$ cat config.mk
export PLATFORM = sky130hd
export DESIGN_NAME = tensor_axis_reverse_transpose_unit
export DESIGN_NICKNAME = d
export VERILOG_FILES = /design/src/tarev_pkg.sv /design/src/tarev_odometer.sv /design/src/tensor_axis_reverse_transpose_unit.sv
export SDC_FILE = /design/constraint.sdc
export NUM_CORES = 2
export LEC_CHECK = 0
export BUFFER_PORTS_ARGS = -buffer_cell sky130_fd_sc_hd__buf_2
export CAP_MARGIN = 20
export CORE_MARGIN = 2
export CORE_UTILIZATION = 60
export CTS_BUF_LIST = sky130_fd_sc_hd__clkbuf_8
export DETAILED_ROUTE_END_ITERATION = 7
export HOLD_SLACK_MARGIN = 0.06
export MAX_ROUTING_LAYER = met4
export PLACE_DENSITY = 0.8
export SETUP_SLACK_MARGIN = 0.4
export SLEW_MARGIN = 25
export SYNTH_ARGS = -nofsm -noshare
export SYNTH_HDL_FRONTEND = slang
export SYNTH_SLANG_ARGS = --single-unit
$ cat constraint.sdc
create_clock -name clk -period 6.5 [get_ports clk]
set_clock_uncertainty 0.2 [all_clocks]
set_input_delay 0 -clock clk [delete_from_list [all_inputs] [get_ports clk]]
set_output_delay 0 -clock clk [all_outputs]
set_load 0.05 [all_outputs]
$ cat src/tarev_pkg.sv
`timescale 1ns / 1ps
`default_nettype none

package tarev_pkg;

    // Tensor geometry
    localparam int NUM_AXES   = 4;
    localparam int MAX_RANK   = 4;
    localparam int RANK_CAP   = (MAX_RANK < NUM_AXES) ? MAX_RANK : NUM_AXES;
    localparam int ADDR_BITS  = 20;
    localparam int IDX_W      = 10;
    localparam int SIZE_W     = 11;
    localparam int RANK_W     = 3;
    localparam int SIZE_LIMIT = 1024;
    localparam int IDX_PROD_W = IDX_W + ADDR_BITS;

    // Arithmetic
    localparam int VALUE_W    = 32;
    localparam int COEFF_W    = 16;
    localparam int PROD_W     = VALUE_W + COEFF_W;
    localparam int FRAC_SHIFT = 8;

    // Configuration port
    localparam int CFG_INDEX_W = 3;
    localparam int CFG_DATA_W  = 16;

    // Stream payloads
    localparam int IN_TDATA_W  = ((VALUE_W + 7) / 8) * 8;
    localparam int OUT_W       = ADDR_BITS + VALUE_W;
    localparam int OUT_TDATA_W = ((OUT_W + 7) / 8) * 8;
    localparam int OUT_PAD_W   = OUT_TDATA_W - OUT_W;

    // Each stride depends on the one below it, so the chain is rebuilt one axis at a time.
    localparam int SETTLE_CYCLES = NUM_AXES - 1;
    localparam int SETTLE_W      = $clog2(SETTLE_CYCLES + 1);

    typedef enum logic [CFG_INDEX_W-1:0] {
        REG_RANK        = 3'd0,
        REG_SIZE_0      = 3'd1,
        REG_SIZE_1      = 3'd2,
        REG_SIZE_2      = 3'd3,
        REG_SIZE_3      = 3'd4,
        REG_SCALE_COEFF = 3'd5
    } cfg_reg_t;

    // Rank and sizes after clamping to their legal ranges.
    typedef struct packed {
        logic [RANK_W-1:0]                rank;
        logic [NUM_AXES-1:0][SIZE_W-1:0] size;
    } tensor_shape_t;

    // Odometer position of the element being accepted. Axes beyond the rank read as zero.
    typedef struct packed {
        logic [NUM_AXES-1:0][IDX_W-1:0] idx;
        logic                            last;
    } odo_status_t;

    function automatic logic [RANK_W-1:0] eff_rank(input logic [RANK_W-1:0] r);
        logic [RANK_W-1:0] res;
        res = r;
        if (r == '0)
            res = RANK_W'(1);
        else if (r > RANK_W'(RANK_CAP))
            res = RANK_W'(RANK_CAP);
        return res;
    endfunction

    function automatic logic [SIZE_W-1:0] eff_size(input logic [SIZE_W-1:0] s);
        logic [SIZE_W-1:0] res;
        res = s;
        if (s == '0)
            res = SIZE_W'(1);
        else if (s > SIZE_W'(SIZE_LIMIT))
            res = SIZE_W'(SIZE_LIMIT);
        return res;
    endfunction

endpackage

`default_nettype wire

$ cat src/tarev_odometer.sv
`timescale 1ns / 1ps
`default_nettype none

module tarev_odometer
    import tarev_pkg::*;
(
    input  wire logic          clk,
    input  wire logic          rst_n,
    input  wire logic          step,
    input  wire tensor_shape_t shape,
    output odo_status_t        status
);

    logic [NUM_AXES-1:0][IDX_W-1:0] idx_reg;
    logic [NUM_AXES-1:0][IDX_W-1:0] idx_next;
    logic [NUM_AXES-1:0]            in_use;
    logic [NUM_AXES-1:0]            at_end;
    logic [NUM_AXES-1:0]            carry;
    logic                           last;

    always_comb
    begin
        for (int k = 0; k < NUM_AXES; k++)
        begin
            in_use[k] = (RANK_W'(k) < shape.rank);
            // An index past its axis end (sizes shrunk mid-tensor) counts as the end.
            at_end[k] = !in_use[k] ||
                        (({1'b0, idx_reg[k]} + SIZE_W'(1)) >= shape.size[k]);
        end

        // Axis k moves only when every faster axis is at its end.
        carry[NUM_AXES-1] = 1'b1;
        for (int k = NUM_AXES - 2; k >= 0; k--)
            carry[k] = carry[k+1] & at_end[k+1];

        last = &at_end;

        idx_next = idx_reg;
        if (step)
        begin
            if (last)
                idx_next = '0;
            else
            begin
                for (int k = 0; k < NUM_AXES; k++)
                    if (in_use[k] && carry[k])
                        idx_next[k] = at_end[k] ? '0 : idx_reg[k] + IDX_W'(1);
            end
        end

        for (int k = 0; k < NUM_AXES; k++)
            status.idx[k] = in_use[k] ? idx_reg[k] : '0;
        status.last = last;
    end

    always_ff @(posedge clk or negedge rst_n)
    begin
        if (!rst_n)
            idx_reg <= '0;
        else
            idx_reg <= idx_next;
    end

endmodule

`default_nettype wire

$ cat src/tensor_axis_reverse_transpose_unit.sv
`timescale 1ns / 1ps
`default_nettype none

// Axis-reversing transpose address generator with scaling. Elements of a tensor of rank 1 to 4
// arrive on the slave stream in row-major source order (axis 0 slowest). For each one the
// master stream returns the element's linear address in the tensor with all axes reversed,
// i0 + i1*s0 + i2*s0*s1 + ..., wrapped to 20 bits, and the element times the Q8.8 coefficient,
// floored and saturated to 32 bits, with tlast on the final element of the tensor. The block
// takes one element per clock cycle while the strides are settled and the output is not
// stalled. One register holds the per-axis stride products and the value times coefficient,
// the next holds the summed address and the saturated value. The result register decouples
// the two sides, so a new element can enter the first register while a finished result waits.
// The per-axis strides are kept in registers that are rebuilt from the sizes one axis per
// cycle, so after every configuration write the slave side holds tready low until they settle.
// Configuration writes are taken on every cycle and must only be issued while no element is in
// flight. Rank 0 acts as 1, a rank above 4 as 4, a size of 0 as 1 and a size above 1024 as 1024.

module tensor_axis_reverse_transpose_unit
    import tarev_pkg::*;
(
    input  wire logic                    clk,
    input  wire logic                    rst_n,

    // Configuration write channel
    input  wire logic                    cfg_valid,
    output logic                         cfg_ready,
    input  wire logic [CFG_INDEX_W-1:0]  cfg_index,
    input  wire logic [CFG_DATA_W-1:0]   cfg_data,

    // Source elements
    input  wire logic                    s_axis_tvalid,
    output logic                         s_axis_tready,
    input  wire logic [IN_TDATA_W-1:0]   s_axis_tdata,   // [31:0] value

    // Results
    output logic                         m_axis_tvalid,
    input  wire logic                    m_axis_tready,
    output logic [OUT_TDATA_W-1:0]       m_axis_tdata,   // [19:0] dest_addr,
                                                         // [51:20] scaled_value, [55:52] zero
    output logic                         m_axis_tlast    // last
);

    // Configuration registers
    logic [RANK_W-1:0]                rank_reg;
    logic [NUM_AXES-1:0][SIZE_W-1:0] size_reg;
    logic signed [COEFF_W-1:0]        scale_coeff_reg;

    // Stride chain
    logic [NUM_AXES-1:0][ADDR_BITS-1:0] stride_reg;
    logic [NUM_AXES-1:0][ADDR_BITS-1:0] stride_next;
    logic [SETTLE_W-1:0]                settle_reg;
    logic [SETTLE_W-1:0]                settle_next;

    // First pipeline stage
    logic                               a_valid_reg;
    logic                               a_valid_next;
    logic [NUM_AXES-1:0][ADDR_BITS-1:0] a_prod_reg;
    logic [NUM_AXES-1:0][ADDR_BITS-1:0] a_prod_next;
    logic signed [PROD_W-1:0]           a_mult_reg;
    logic signed [PROD_W-1:0]           a_mult_next;
    logic                               a_last_reg;

    // Result register
    logic                               m_valid_reg;
    logic                               m_valid_next;
    logic [ADDR_BITS-1:0]               m_addr_reg;
    logic [ADDR_BITS-1:0]               m_addr_next;
    logic [VALUE_W-1:0]                 m_value_reg;
    logic [VALUE_W-1:0]                 m_value_next;
    logic                               m_last_reg;

    logic                               cfg_write;
    logic                               s_accept;
    logic                               out_ready;
    logic                               a_advance;
    tensor_shape_t                      shape;
    odo_status_t                        odo;
    logic [NUM_AXES-1:0][IDX_PROD_W-1:0] prod_full;
    logic signed [PROD_W-1:0]           shifted;
    logic [PROD_W-VALUE_W:0]            upper;

    assign cfg_ready = 1'b1;
    assign cfg_write = cfg_valid && cfg_ready;

    always_ff @(posedge clk or negedge rst_n)
    begin
        if (!rst_n)
        begin
            rank_reg        <= RANK_W'(2);
            size_reg        <= {NUM_AXES{SIZE_W'(1)}};
            scale_coeff_reg <= COEFF_W'(256);
        end
        else if (cfg_write)
        begin
            unique case (cfg_reg_t'(cfg_index))
                REG_RANK:        rank_reg        <= cfg_data[RANK_W-1:0];
                REG_SIZE_0:      size_reg[0]     <= cfg_data[SIZE_W-1:0];
                REG_SIZE_1:      size_reg[1]     <= cfg_data[SIZE_W-1:0];
                REG_SIZE_2:      size_reg[2]     <= cfg_data[SIZE_W-1:0];
                REG_SIZE_3:      size_reg[3]     <= cfg_data[SIZE_W-1:0];
                REG_SCALE_COEFF: scale_coeff_reg <= cfg_data[COEFF_W-1:0];
                default:         ;
            endcase
        end
    end

    always_comb
    begin
        shape.rank = eff_rank(rank_reg);
        for (int k = 0; k < NUM_AXES; k++)
            shape.size[k] = eff_size(size_reg[k]);
    end

    // Stride k is the product of the sizes of axes below k, modulo the address range.
    // Each cycle one more axis of the chain picks up the new sizes.
    always_comb
    begin
        stride_next[0] = ADDR_BITS'(1);
        for (int k = 1; k < NUM_AXES; k++)
            stride_next[k] = ADDR_BITS'(stride_reg[k-1] * ADDR_BITS'(shape.size[k-1]));

        if (cfg_write)
            settle_next = SETTLE_W'(SETTLE_CYCLES);
        else if (settle_reg != '0)
            settle_next = settle_reg - SETTLE_W'(1);
        else
            settle_next = settle_reg;
    end

    always_ff @(posedge clk or negedge rst_n)
    begin
        if (!rst_n)
        begin
            stride_reg <= {NUM_AXES{ADDR_BITS'(1)}};
            settle_reg <= '0;
        end
        else
        begin
            stride_reg <= stride_next;
            settle_reg <= settle_next;
        end
    end

    // Handshake: the result register frees the pipeline whenever it is empty or being taken.
    assign out_ready     = !m_valid_reg || m_axis_tready;
    assign a_advance     = a_valid_reg && out_ready;
    assign s_axis_tready = (settle_reg == '0) && (!a_valid_reg || out_ready);
    assign s_accept      = s_axis_tvalid && s_axis_tready;

    tarev_odometer u_odometer
    (
        .clk    (clk),
        .rst_n  (rst_n),
        .step   (s_accept),
        .shape  (shape),
        .status (odo)
    );

    // First stage: one index-times-stride product per axis and the scale multiplication.
    always_comb
    begin
        for (int k = 0; k < NUM_AXES; k++)
        begin
            prod_full[k]   = IDX_PROD_W'(odo.idx[k]) * IDX_PROD_W'(stride_reg[k]);
            a_prod_next[k] = prod_full[k][ADDR_BITS-1:0];
        end
        a_mult_next = PROD_W'($signed(s_axis_tdata[VALUE_W-1:0])) * PROD_W'(scale_coeff_reg);

        if (s_accept)
            a_valid_next = 1'b1;
        else if (a_advance)
            a_valid_next = 1'b0;
        else
            a_valid_next = a_valid_reg;
    end

    always_ff @(posedge clk or negedge rst_n)
    begin
        if (!rst_n)
            a_valid_reg <= 1'b0;
        else
            a_valid_reg <= a_valid_next;
    end

    always_ff @(posedge clk)
    begin
        if (s_accept)
        begin
            a_prod_reg <= a_prod_next;
            a_mult_reg <= a_mult_next;
            a_last_reg <= odo.last;
        end
    end

    // Second stage: address sum, and floor shift with saturation to 32 bits.
    always_comb
    begin
        m_addr_next = '0;
        for (int k = 0; k < NUM_AXES; k++)
            m_addr_next = m_addr_next + a_prod_reg[k];

        // The arithmetic shift rounds toward minus infinity.
        shifted = a_mult_reg >>> FRAC_SHIFT;
        upper   = shifted[PROD_W-1:VALUE_W-1];
        if ((&upper) || !(|upper))
            m_value_next = shifted[VALUE_W-1:0];
        else if (shifted[PROD_W-1])
            m_value_next = {1'b1, {(VALUE_W-1){1'b0}}};
        else
            m_value_next = {1'b0, {(VALUE_W-1){1'b1}}};

        if (a_advance)
            m_valid_next = 1'b1;
        else if (m_axis_tready)
            m_valid_next = 1'b0;
        else
            m_valid_next = m_valid_reg;
    end

    always_ff @(posedge clk or negedge rst_n)
    begin
        if (!rst_n)
            m_valid_reg <= 1'b0;
        else
            m_valid_reg <= m_valid_next;
    end

    always_ff @(posedge clk)
    begin
        if (a_advance)
        begin
            m_addr_reg  <= m_addr_next;
            m_value_reg <= m_value_next;
            m_last_reg  <= a_last_reg;
        end
    end

    assign m_axis_tvalid = m_valid_reg;
    assign m_axis_tdata  = {{OUT_PAD_W{1'b0}}, m_value_reg, m_addr_reg};
    assign m_axis_tlast  = m_last_reg;

endmodule

`default_nettype wire

==> summary.txt <==
Clock tree
  • CTS Root Buffer Type: clkbuf_8
  • Clk buf depth: 3
  • CTS buffer count: 57
  • CTS tree: done
  • Clk slew on worst S/H paths: around 0.060 ns
  • Htree depth: 2
  • TritonCTS Sinks: around 320
  • Worst skew pair latency: around 0.7 ns

Setup path
  • Setup crit start kind: flop
  • CP max-delay cell: fa_1
  • CP arrival: between 6 and 7 ns
  • Critical Path, Cell by Cell: buf_12, buf_16, nand2_1, fa_1, inv_1, fa_1, fa_1, fa_2, fa_1, inv_1, fa_1, inv_1, ha_1, nand4_1, or4_4, a31oi_4, buf_6, nor2_4, o211ai_1, a31o_2, a21oi_2, xnor2_1
  • CP required: 6.75 ns
  • Crit. End Element: flop
  • Kind of critical path: reg2reg
  • Delay-heaviest family, CP: adder cells
  • CP max stage delay: between 0.6 and 0.7 ns
  • Crit-path most repeated cell: fa_1
  • Worst Path Max Fanout: 5
  • Crit path buf inv count: 6

Route
  • First drt pass iteration count: 7
  • Routed len/inst: 20.2 um
  • Via density: 5.82
  • Via Count: 40400
  • DRT antenna net count: 0
  • # DRC: 0
  • Total wire length: between 100 and 150 mm
  • 1st-iter DRT viols: approximately 4300

GRT
  • First-pass GRT wire length: around 220 mm
  • Grt ovf: 0
  • Pin count of the biggest net entering global routing: 71
  • Antenna violations before repair: 5
  • Vias in the first global route: ~43000
  • GR Util All Layers: roughly 33%

Finish
  • Final instance area: between 50000 and 60000 um2
  • Max reg flops: 70
  • Sequential cell area: between 8000 and 9000 um2
  • Most frequent cells in the layout: inv_1, fa_1, nand2_1
  • Nets: approximately 7200
  • Area of the multi-input gates: 39500 um2
  • Fill cells: 5980
  • Syn-to-layout area delta: 12.9%
  • Share of cells above drive strength 1: 15.1%
  • Most common cell after layout, fill and taps aside: inv_1

Die
  • Ports: ~120
  • Die height: ~300 um
  • Initial Utilization: 60.5%
  • Core area: between 80000 and 90000 um2
  • Row count: about 110
  • DIE AREA: 89700 um2
  • Die X: 300 um

Placed design
  • Placer congestion estimate: slightly above 0.9
  • Port-buffer cells: 110
  • Cell Area, Placed: approximately 55000 um2
  • DP HPWL: 103 mm

Outcome
  • Outcome: complete, but fails checks
  • Failing checks: negative setup slack

Logic synthesis
  • Netlist Area Pre-Place: around 52000 um2
  • Post-synth EDFFs: approximately 160
  • Synth area leader: fa_1
  • Cells after Synth: between 5000 and 6000
  • Synth warn: 0
  • FF+latch count, synth: about 320
  • Fraction of registers with async set/reset: roughly half
  • Sequential area share after synthesis: 17.0%
  • Ys flop type: edfxtp_1
  • Syn avg cell area: 9.52 um2
  • Synth area leaders: fa_1, ha_1, edfxtp_1
  • Cell variety after synth: around 90
  • Top cell type's share of synthesized area: 37.3%

Timing
  • Max_slew headroom: about a third
  • Final setup vio count: 14
  • RSZ-0062 raised after global routing: true
  • Tcrit/Tclk final: 104%
  • Post-layout min period: between 6 and 7 ns
  • Final Max Tran Viols: 0
  • Final Hold Vio Count: 0
  • Worst slew pin tran: roughly 1 ns
  • Fmax: ~150 MHz
  • Final worst setup slack: -0.245 ns

Run
  • Max-capacitance violation count: 0

Hold path
  • Hold crit path type: in2reg
==> Yosys cell counts (all sizes together) (71+ instances only) <==
cell type and instances:
dfrtp 149, a21oi 87, nand2 823, xnor2 174
edfxtp 164, nor2 132, and2 275, and3 230
clkbuf 264, nand3 71, ha 397, fa 977
o21ai 113, inv 1149
==> layer usage <==
| layer | track usage (%) | routed length (um) | up-vias | part of all wire (%) |
|---|---|---|---|---|
| li1 | - | - | 17200 | - |
| met1 | 42.3 | 52000 | 20400 | 37 |
| met2 | 50.8 | 66200 | 2183 | 47 |
| met3 | 5.34 | 14300 | 583 | 10 |
| met4 | 14.5 | 7380 | 0 | 5.3 |
| met5 | - | 0 | - | 0 |
==> final cells by class <==
class / count / area share (%)
Tap cell: 1155 / 2.44
Multi-Input combinational cell: 3753 / 66.7
Timing Repair Buffer: 443 / 6.55
Clock inverter: 45 / 0.467
Antenna cell: 5 / 0.0211
Inverter: 1150 / 7.31
Sequential cell: 322 / 15.0
Clock buffer: 62 / 1.44
==> worst paths after layout <==
kind | startpoint | cells past startpoint | slack (ns) | endpoint
min in group asynchronous | rst_n | 3 | 0.25 | stride_reg[60]$_DFF_PN1_
hold / removal | cfg_data[6] | 3 | 0.15 | size_reg[17]$_DFFE_PN0P_
setup reg to reg | scale_coeff_reg[8]$_DFFE_PN1P_ | 22 | -0.24 | a_mult_reg[47]$_DFFE_PP_
max in group asynchronous | rst_n | 4 | 5.13 | scale_coeff_reg[14]$_DFFE_PN0P_
setup / recovery | scale_coeff_reg[8]$_DFFE_PN1P_ | 22 | -0.24 | a_mult_reg[47]$_DFFE_PP_
hold reg to reg | size_reg[10]$_DFFE_PN0P_ | 0 | 0.23 | stride_reg[30]$_DFF_PN0_
==> per-stage QoR <==
stage | hold WS, ns | setup TNS, ns | setup WS [ns] | cells | util, %
2_1_floorplan | -0.496 | 0 | 0.375 | 5509 | -
6_report | 0.150 | -1.65 | -0.245 | 6935 | 68.3
3_5_place_dp | -0.136 | -0.200 | -0.110 | 6675 | 63.6
4_1_cts | 0.112 | -0.0130 | -0.0130 | 6885 | 66.9
5_1_grt | 0.105 | -5.32 | -0.448 | 6935 | 68.3
3_3_place_gp | -0.145 | -0.0231 | -0.0231 | 6675 | 63.6
==> logic make-up (layout without fill, tap and decap cells) <==
logic type,count (synthesis),count (layout),share of synthesized area [%]
XOR/XNOR,225,225,3.76
other,2,10,0.0143
buffers and inverters,1435,1700,10.3
AO/OA/AOI/OAI,395,395,5.30
flip-flops,322,322,17.0
multiplexers,61,61,1.31
adder cells (fa/ha/maj),1374,1374,46.8
AND/OR/NAND/NOR,1692,1693,15.5
==> what timing repair did <==
action                                 4_1_cts  5_1_grt
pin swaps                                   92      117
endpoints found under the hold margin      221        0
setup buffers                               49       42
hold buffers                                45        0
gates resized for setup                    128      218
setup endpoints to repair                   41       55
cloned                                       9        3
==> worst reg2reg max path, delay by kind of cell (launching register included) <==
kind                       cells  cell delay (ns)
buffers and inverters          6             0.55
xor gates and xnor gates       1             0.12
and+or+nand+nor                4             0.84
DFF                            1             0.57
AOI/OAI and AO/OA              4             0.70
adders and majority gates      7             3.51
Power is left out: the tool's default activity adds up to more than one toggle a clock period on the data nets, which glitch-free logic cannot reach.
